<file path="config.mk">
export PLATFORM = sky130hd
export DESIGN_NAME = multipart_length_deframer
export DESIGN_NICKNAME = d
export VERILOG_FILES = /design/src/mld_pkg.sv /design/src/mld_front.sv /design/src/mld_queue.sv /design/src/mld_back.sv /design/src/multipart_length_deframer.sv
export SDC_FILE = /design/constraint.sdc
export NUM_CORES = 1
export LEC_CHECK = 0
export BUFFER_PORTS_ARGS = -buffer_cell sky130_fd_sc_hd__buf_4
export CAP_MARGIN = 20
export CELL_PAD_IN_SITES_DETAIL_PLACEMENT = 1
export CELL_PAD_IN_SITES_GLOBAL_PLACEMENT = 2
export CORE_ASPECT_RATIO = 0.75
export CORE_MARGIN = 2
export CORE_UTILIZATION = 44
export DETAILED_ROUTE_END_ITERATION = 7
export PLACE_DENSITY_LB_ADDON = 0.12
export SYNTH_ARGS = -nofsm -noshare
export SYNTH_HDL_FRONTEND = slang
export SYNTH_SLANG_ARGS = --single-unit
</file>
<file path="constraint.sdc">
create_clock -name aclk -period 4.9 [get_ports aclk]
set_input_delay 0 -clock aclk [delete_from_list [all_inputs] [get_ports aclk]]
set_output_delay 0 -clock aclk [all_outputs]
set_load 0.02 [all_outputs]
</file>
<file path="src/mld_pkg.sv">
// ============================================================================
// mld_pkg - shared types and constants for the multipart length deframer
// Keyword text, character codes, queue sizing and the item carried from the
// front end to the output stage.
// ============================================================================
package mld_pkg;

    // Default parameter values for the top level
    localparam int KEYWORD_LEN_DEF = 16;
    localparam int LENGTH_BITS_DEF = 24;

    // Keyword, packed so that byte k counts back from the final character
    localparam int KW_CHARS = 16;
    localparam logic [KW_CHARS*8-1:0] KEYWORD_TEXT = "Content-Length: ";

    // Character codes
    localparam logic [7:0] CHAR_CR    = 8'h0D;
    localparam logic [7:0] CHAR_SPACE = 8'h20;
    localparam logic [7:0] CHAR_TAB   = 8'h09;
    localparam logic [7:0] CHAR_LF    = 8'h0A;
    localparam logic [7:0] CHAR_VT    = 8'h0B;
    localparam logic [7:0] CHAR_FF    = 8'h0C;
    localparam logic [7:0] CHAR_PLUS  = 8'h2B;
    localparam logic [7:0] CHAR_MINUS = 8'h2D;
    localparam logic [7:0] CHAR_ZERO  = 8'h30;
    localparam logic [7:0] CHAR_NINE  = 8'h39;

    // Last index of the three skipped bytes after the carriage return
    localparam logic [1:0] SKIP_LAST = 2'd2;

    // Queue between front end and output stage
    localparam int QUEUE_DEPTH = 4;
    localparam int QUEUE_AW    = $clog2(QUEUE_DEPTH);

    typedef struct packed {
        logic [7:0] data;
        logic       last;
    } item_t;

    typedef struct packed {
        logic full;
        logic empty;
    } queue_status_t;

endpackage

</file>
<file path="src/mld_front.sv">
// ============================================================================
// mld_front - byte classifier and frame parser
// Hunts for the keyword, reads the decimal length, skips three bytes and
// pushes payload bytes with their last-of-frame mark into the queue.
// ============================================================================
module mld_front #(
    parameter int KEYWORD_LEN = mld_pkg::KEYWORD_LEN_DEF,
    parameter int LENGTH_BITS = mld_pkg::LENGTH_BITS_DEF
) (
    input  logic                  aclk,
    input  logic                  aresetn,
    input  logic                  s_valid,
    output logic                  s_ready,
    input  logic [7:0]            s_in_byte,
    input  mld_pkg::queue_status_t q_stat,
    output logic                  push,
    output mld_pkg::item_t        push_item
);

    localparam int MATCH_N = (KEYWORD_LEN < mld_pkg::KW_CHARS) ? KEYWORD_LEN
                                                               : mld_pkg::KW_CHARS;

    typedef enum logic [1:0] {
        PH_HUNT,
        PH_LENGTH,
        PH_SKIP,
        PH_PAYLOAD
    } phase_t;

    phase_t                 phase_reg, phase_next;
    logic [7:0]             win_reg   [KEYWORD_LEN];
    logic [7:0]             win_shift [KEYWORD_LEN];
    logic [LENGTH_BITS-1:0] accum_reg, accum_next;
    logic                   done_reg, done_next;
    logic                   seen_reg, seen_next;
    logic [1:0]             skip_reg, skip_next;
    logic [LENGTH_BITS-1:0] left_reg, left_next;

    logic                   accept;
    logic                   match;
    logic                   is_digit;
    logic                   is_blank;
    logic                   is_last;
    logic [LENGTH_BITS+3:0] accum_ext;
    logic [LENGTH_BITS+3:0] accum_x10;
    logic [LENGTH_BITS-1:0] accum_sat;

    assign s_ready = !q_stat.full;
    assign accept  = s_valid && s_ready;

    // Window as it stands after the new byte shifts in
    always_comb begin
        for (int i = 0; i < KEYWORD_LEN - 1; i++) begin
            win_shift[i] = win_reg[i+1];
        end
        win_shift[KEYWORD_LEN-1] = s_in_byte;
    end

    always_comb begin
        match = 1'b1;
        for (int k = 0; k < MATCH_N; k++) begin
            if (win_shift[KEYWORD_LEN-1-k] != mld_pkg::KEYWORD_TEXT[k*8 +: 8]) begin
                match = 1'b0;
            end
        end
    end

    assign is_digit = (s_in_byte >= mld_pkg::CHAR_ZERO) && (s_in_byte <= mld_pkg::CHAR_NINE);
    assign is_blank = (s_in_byte == mld_pkg::CHAR_SPACE) || (s_in_byte == mld_pkg::CHAR_TAB)
                   || (s_in_byte == mld_pkg::CHAR_LF) || (s_in_byte == mld_pkg::CHAR_VT)
                   || (s_in_byte == mld_pkg::CHAR_FF);

    // accum * 10 + digit, saturated
    assign accum_ext = {4'b0000, accum_reg};
    assign accum_x10 = (accum_ext << 3) + (accum_ext << 1)
                     + {{LENGTH_BITS{1'b0}}, s_in_byte[3:0]};
    assign accum_sat = (accum_x10[LENGTH_BITS+3:LENGTH_BITS] != 4'b0000)
                     ? {LENGTH_BITS{1'b1}} : accum_x10[LENGTH_BITS-1:0];

    assign is_last = (left_reg <= {{(LENGTH_BITS-1){1'b0}}, 1'b1});

    always_comb begin
        phase_next = phase_reg;
        accum_next = accum_reg;
        done_next  = done_reg;
        seen_next  = seen_reg;
        skip_next  = skip_reg;
        left_next  = left_reg;
        push       = 1'b0;
        push_item  = '{data: s_in_byte, last: is_last};
        if (accept) begin
            case (phase_reg)
                PH_HUNT: begin
                    if (match) begin
                        phase_next = PH_LENGTH;
                        accum_next = '0;
                        done_next  = 1'b0;
                        seen_next  = 1'b0;
                    end
                end
                PH_LENGTH: begin
                    if (s_in_byte == mld_pkg::CHAR_CR) begin
                        phase_next = PH_SKIP;
                        skip_next  = 2'd0;
                    end else if (!done_reg) begin
                        if (is_digit) begin
                            accum_next = accum_sat;
                            seen_next  = 1'b1;
                        end else if (!seen_reg && is_blank) begin
                            // leading blank: drop
                        end else if (!seen_reg && s_in_byte == mld_pkg::CHAR_PLUS) begin
                            seen_next = 1'b1;
                        end else if (!seen_reg && s_in_byte == mld_pkg::CHAR_MINUS) begin
                            accum_next = '0;
                            done_next  = 1'b1;
                        end else begin
                            done_next = 1'b1;
                        end
                    end
                end
                PH_SKIP: begin
                    if (skip_reg >= mld_pkg::SKIP_LAST) begin
                        skip_next  = 2'd0;
                        left_next  = accum_reg;
                        phase_next = (accum_reg == '0) ? PH_HUNT : PH_PAYLOAD;
                    end else begin
                        skip_next = skip_reg + 2'd1;
                    end
                end
                PH_PAYLOAD: begin
                    push = 1'b1;
                    if (is_last) begin
                        left_next  = '0;
                        phase_next = PH_HUNT;
                    end else begin
                        left_next = left_reg - {{(LENGTH_BITS-1){1'b0}}, 1'b1};
                    end
                end
                default: begin
                    phase_next = PH_HUNT;
                end
            endcase
        end
    end

    always_ff @(posedge aclk) begin
        if (!aresetn) begin
            phase_reg <= PH_HUNT;
            accum_reg <= '0;
            done_reg  <= 1'b0;
            seen_reg  <= 1'b0;
            skip_reg  <= 2'd0;
            left_reg  <= '0;
            for (int i = 0; i < KEYWORD_LEN; i++) begin
                win_reg[i] <= 8'h00;
            end
        end else begin
            phase_reg <= phase_next;
            accum_reg <= accum_next;
            done_reg  <= done_next;
            seen_reg  <= seen_next;
            skip_reg  <= skip_next;
            left_reg  <= left_next;
            // the window only moves while hunting
            if (accept && phase_reg == PH_HUNT) begin
                for (int i = 0; i < KEYWORD_LEN; i++) begin
                    win_reg[i] <= win_shift[i];
                end
            end
        end
    end

endmodule

</file>
<file path="src/mld_queue.sv">
// ============================================================================
// mld_queue - short item queue
// Decouples the parser from the output stage so each side stalls alone.
// ============================================================================
module mld_queue (
    input  logic                   aclk,
    input  logic                   aresetn,
    input  logic                   push,
    input  mld_pkg::item_t         push_item,
    input  logic                   pop,
    output mld_pkg::item_t         pop_item,
    output mld_pkg::queue_status_t status
);

    mld_pkg::item_t             mem_reg [mld_pkg::QUEUE_DEPTH];
    logic [mld_pkg::QUEUE_AW:0] wr_ptr_reg;
    logic [mld_pkg::QUEUE_AW:0] rd_ptr_reg;
    logic                       do_push;
    logic                       do_pop;

    assign status.empty = (wr_ptr_reg == rd_ptr_reg);
    assign status.full  = (wr_ptr_reg[mld_pkg::QUEUE_AW] != rd_ptr_reg[mld_pkg::QUEUE_AW])
        && (wr_ptr_reg[mld_pkg::QUEUE_AW-1:0] == rd_ptr_reg[mld_pkg::QUEUE_AW-1:0]);

    assign do_push  = push && !status.full;
    assign do_pop   = pop && !status.empty;
    assign pop_item = mem_reg[rd_ptr_reg[mld_pkg::QUEUE_AW-1:0]];

    always_ff @(posedge aclk) begin
        if (do_push) begin
            mem_reg[wr_ptr_reg[mld_pkg::QUEUE_AW-1:0]] <= push_item;
        end
    end

    always_ff @(posedge aclk) begin
        if (!aresetn) begin
            wr_ptr_reg <= '0;
            rd_ptr_reg <= '0;
        end else begin
            if (do_push) begin
                wr_ptr_reg <= wr_ptr_reg + {{mld_pkg::QUEUE_AW{1'b0}}, 1'b1};
            end
            if (do_pop) begin
                rd_ptr_reg <= rd_ptr_reg + {{mld_pkg::QUEUE_AW{1'b0}}, 1'b1};
            end
        end
    end

endmodule

</file>
<file path="src/mld_back.sv">
// ============================================================================
// mld_back - output register stage
// Pulls items from the queue into the result register and holds them
// until the downstream side takes the transfer.
// ============================================================================
module mld_back (
    input  logic                   aclk,
    input  logic                   aresetn,
    input  mld_pkg::queue_status_t q_stat,
    output logic                   pop,
    input  mld_pkg::item_t         pop_item,
    output logic                   m_valid,
    input  logic                   m_ready,
    output logic [7:0]             m_payload_byte,
    output logic                   m_last_of_frame
);

    logic           valid_reg;
    mld_pkg::item_t item_reg;

    // refill whenever the register is empty or being drained this cycle
    assign pop = !q_stat.empty && (!valid_reg || m_ready);

    always_ff @(posedge aclk) begin
        if (!aresetn) begin
            valid_reg <= 1'b0;
        end else if (pop) begin
            valid_reg <= 1'b1;
        end else if (m_ready) begin
            valid_reg <= 1'b0;
        end
    end

    always_ff @(posedge aclk) begin
        if (pop) begin
            item_reg <= pop_item;
        end
    end

    assign m_valid         = valid_reg;
    assign m_payload_byte  = item_reg.data;
    assign m_last_of_frame = item_reg.last;

endmodule

</file>
<file path="src/multipart_length_deframer.sv">
// ============================================================================
// multipart_length_deframer - frame payload extractor for multipart streams
// Finds "Content-Length: ", reads the decimal length, skips three bytes and
// forwards that many payload bytes, flagging the final one.
// ============================================================================
//
//  Channel  Direction  Ports                               Moves per transfer
//  -------  ---------  ----------------------------------  --------------------------
//  s_       in         s_valid s_ready s_in_byte           one raw stream byte
//  m_       out        m_valid m_ready m_payload_byte      one payload byte + last mark
//                      m_last_of_frame
//
//  Flow: one byte per clock while the queue has room; a payload byte is written
//  into the queue at its input transfer edge and shows on m_ when the output
//  register loads it from the queue.
//  s_ready drops only while the four-entry queue is full, i.e. when m_ready
//  has been held low long enough to back the payload up.
//  Non-payload bytes (hunt, length, skip) never enter the queue.
//  Reset: synchronous, active-low aresetn; clears parse state, the keyword
//  window, the queue pointers and m_valid.
//
module multipart_length_deframer #(
    parameter int KEYWORD_LEN = mld_pkg::KEYWORD_LEN_DEF,
    parameter int LENGTH_BITS = mld_pkg::LENGTH_BITS_DEF
) (
    input  logic       aclk,
    input  logic       aresetn,
    input  logic       s_valid,
    output logic       s_ready,
    input  logic [7:0] s_in_byte,
    output logic       m_valid,
    input  logic       m_ready,
    output logic [7:0] m_payload_byte,
    output logic       m_last_of_frame
);

    mld_pkg::queue_status_t q_stat;
    mld_pkg::item_t         push_item;
    mld_pkg::item_t         pop_item;
    logic                   push;
    logic                   pop;

    // Front end: parse every byte, push payload bytes only
    mld_front #(
        .KEYWORD_LEN(KEYWORD_LEN),
        .LENGTH_BITS(LENGTH_BITS)
    ) u_front (
        .aclk     (aclk),
        .aresetn  (aresetn),
        .s_valid  (s_valid),
        .s_ready  (s_ready),
        .s_in_byte(s_in_byte),
        .q_stat   (q_stat),
        .push     (push),
        .push_item(push_item)
    );

    // Queue: absorb output stalls without blocking the parser at once
    mld_queue u_queue (
        .aclk     (aclk),
        .aresetn  (aresetn),
        .push     (push),
        .push_item(push_item),
        .pop      (pop),
        .pop_item (pop_item),
        .status   (q_stat)
    );

    // Back end: registered result channel
    mld_back u_back (
        .aclk           (aclk),
        .aresetn        (aresetn),
        .q_stat         (q_stat),
        .pop            (pop),
        .pop_item       (pop_item),
        .m_valid        (m_valid),
        .m_ready        (m_ready),
        .m_payload_byte (m_payload_byte),
        .m_last_of_frame(m_last_of_frame)
    );

    // Queue pointers never report full and empty together
    assert property (@(posedge aclk) disable iff (!aresetn)
        !(q_stat.full && q_stat.empty))
        else $error("queue reports full and empty at once");

    // Output stage pops only from a non-empty queue
    assert property (@(posedge aclk) disable iff (!aresetn)
        pop |-> !q_stat.empty)
        else $error("pop from empty queue");

    // A push never lands on a full queue
    assert property (@(posedge aclk) disable iff (!aresetn)
        push |-> !q_stat.full)
        else $error("push into full queue");

endmodule
</file>
==> run metrics <==
status finished, final reports clean; syn_nets 1013; height of the die 142 um; Initial Util 0.448; antenna violations before repair 0; area of the multi-input gates 4750 um2; DRC viols 0; Final ANT Viol Nets 0; clk_skew 0.00706 ns; Crit. End Element flop; most common cell after layout, fill and taps aside edfxtp_1; via count 7605; YS warnings 0; Vias/cell 5.72; total grt overflow 0; row cnt 50; core region area 25000 um2; Max Cap Viol 0; layout cell share with drive strength beyond 1 0.104; Post CTS Setup Buffer Count 0; Slew HR 0.437; Synth area leaders edfxtp_1, dfxtp_1, and2_1; H-tree lvl count 1; Seq. cell area 6180 um2; post-synthesis register bit count 226; critical path class flop to flop; post-synth cell types 81; total I/O pin count 23; Area Overhead vs Synth 12.7%; unrepaired setup endpoints after global routing no; sequential cell area fraction in the yosys report 0.552; Synth Flop Type edfxtp_1; Synth area leader edfxtp_1; setup TNS 0 ns; EDFF count, synth 165; CP Launch Point u_front.accum_reg[2]$_SDFFE_PN0P_; Detailed Place HPWL 19300 um; CTS root buffer clkbuf_16; leakage power 4.90 nW; hold violation total from the final report 0; Mapped Cells 945; gp weighted congestion 0.830; # setup viols final 0; syn avg cell area 11.8 um2; HP Start s_in_byte[6]; 1st-iter DRT viols 536; Slew Limit Fails 0; drt pass-1 iters 5; Inserted Clock Buffers 24; worst hold path class primary input to flop; Inserted Diodes 0; # nets final 1044; routed wire length 28000 um; gr usage total 0.213; maximum clock path buffer count 3; required time of the critical path 5.25 ns; first-pass GRT wire length 44900 um; Fmax 267 MHz; largest net degree at the start of global routing 73; Num Clock Sinks 226; min Tclk post-route 3.75 ns; Post-Syn Area 11200 um2; final core occ 0.505; Async SR Flop Fraction 0; Min Hold Slack 0.277 ns; number of global-route vias before repair 7844; crit start category flop; Worst-Margin Slew 0.837 ns; CTS tree built; filler cell count 2598; period utilization 0.765; post-cts resize count 0; CTS clock-pin slew for the worst setup and hold paths 0.06 ns; most frequent cells in the layout edfxtp_1, and2_1, dfxtp_1; maximum vdd drop 0.259 mV; Clk Latency, worst-skew pair 0.51 ns; worst path arrival time 4.10 ns; WL per Instance 21.1 um; share of the synthesized area in the top cell type 0.443; IO Port Bufs 22; power density over the cells 333 nW/um2; Critical R2R Launch u_front.accum_reg[2]$_SDFFE_PN0P_; Largest register FFs 120; Chip Width 188 um; worst-path fanout max 24; die area 26700 um2; Overall Power 4.20 mW
-- worst max-delay path: stages (launching register included) --
cell and delay, ns:
dfxtp_1 0.43, fa_1 0.50, fa_1 0.47, a21oi_1 0.21, o211ai_1 0.19, o2111ai_1 0.34
a211oi_1 0.19, o41a_1 0.44, o221ai_4 0.61, nand3_1 0.19
-- cells by family after synthesis --
| kind of cell | Yosys count | share of synthesized area |
|---|---|---|
| fa+ha+maj | 56 | 0.0640 |
| simple gates | 374 | 0.199 |
| flops | 226 | 0.552 |
| mux | 15 | 0.0248 |
| buf+inv | 64 | 0.0251 |
| xor+xnor | 28 | 0.0219 |
| compound gates | 182 | 0.113 |
-- through the flow --
stage	worst slack [ns]	area (um2)	std cells
3_5_place_dp	1.13	11700	1274
5_1_grt	0.832	12600	1329
4_1_cts	1.10	12600	1326
3_3_place_gp	1.22	11700	1274
2_1_floorplan	0.531	11200	945
6_report	1.15	12600	1329
-- routing by layer --
layer	GRT usage	share of wire
met5	0	0
met4	0.0435	0.016
met3	0.0321	0.047
met2	0.325	0.43
met1	0.323	0.50
-- area by class of cell --
type | instances | area share
inverters | 23 | 0.00685
well taps | 338 | 0.0336
flip-flops and latches | 226 | 0.490
clock buffers | 28 | 0.0505
repair buffers | 46 | 0.0312
clock inverters | 13 | 0.0113
multi-input cells | 655 | 0.377
-- cell usage after synthesis, drive strengths merged (6+ instances only) --
library cell  instances
a211oi                8
or4bb                10
nand3                13
nand2                53
or4b                  6
o211ai               11
dfxtp                61
nand2b                7
ha                   54
xnor2                15
nor3b                 7
and2                126
or3                   7
nand4                 8
o21ai                40
clkbuf               29
a21oi                47
nand4b               11
nor3                 15
buf                  12
nor4                 22
a21o                  6
nor2                 55
o21a                 10
and3                  6
nor2b                11
mux4                 10
xor2                 13
edfxtp              165
a22oi                18
inv                  21
-- what timing repair did --
action / CTS / global route
setup endpoints to repair: 0 / 0
hold buffers: 11 / 0
endpoints found under the hold margin: 47 / 0
-- power by group --
part | switching [mW] | internal, mW | total [mW]
clock network | 0.758 | 1.08 | 1.84
logic | 0.103 | 0.0720 | 0.175
registers | 0.0444 | 2.14 | 2.18
-- final timing paths --
path | end | slack (ns) | depth (start not counted)
setup / recovery | u_front.accum_reg[12]$_SDFFE_PN0P_ | 1.15 | 9
hold / removal | u_queue.mem_reg[3][7]$_DFFE_PP_ | 0.28 | 2
setup reg to reg | u_front.accum_reg[12]$_SDFFE_PN0P_ | 1.15 | 9
hold reg to reg | u_front.done_reg$_SDFFE_PN0P_ | 0.48 | 1
No activity file was read; power rests on OpenSTA's default activity.
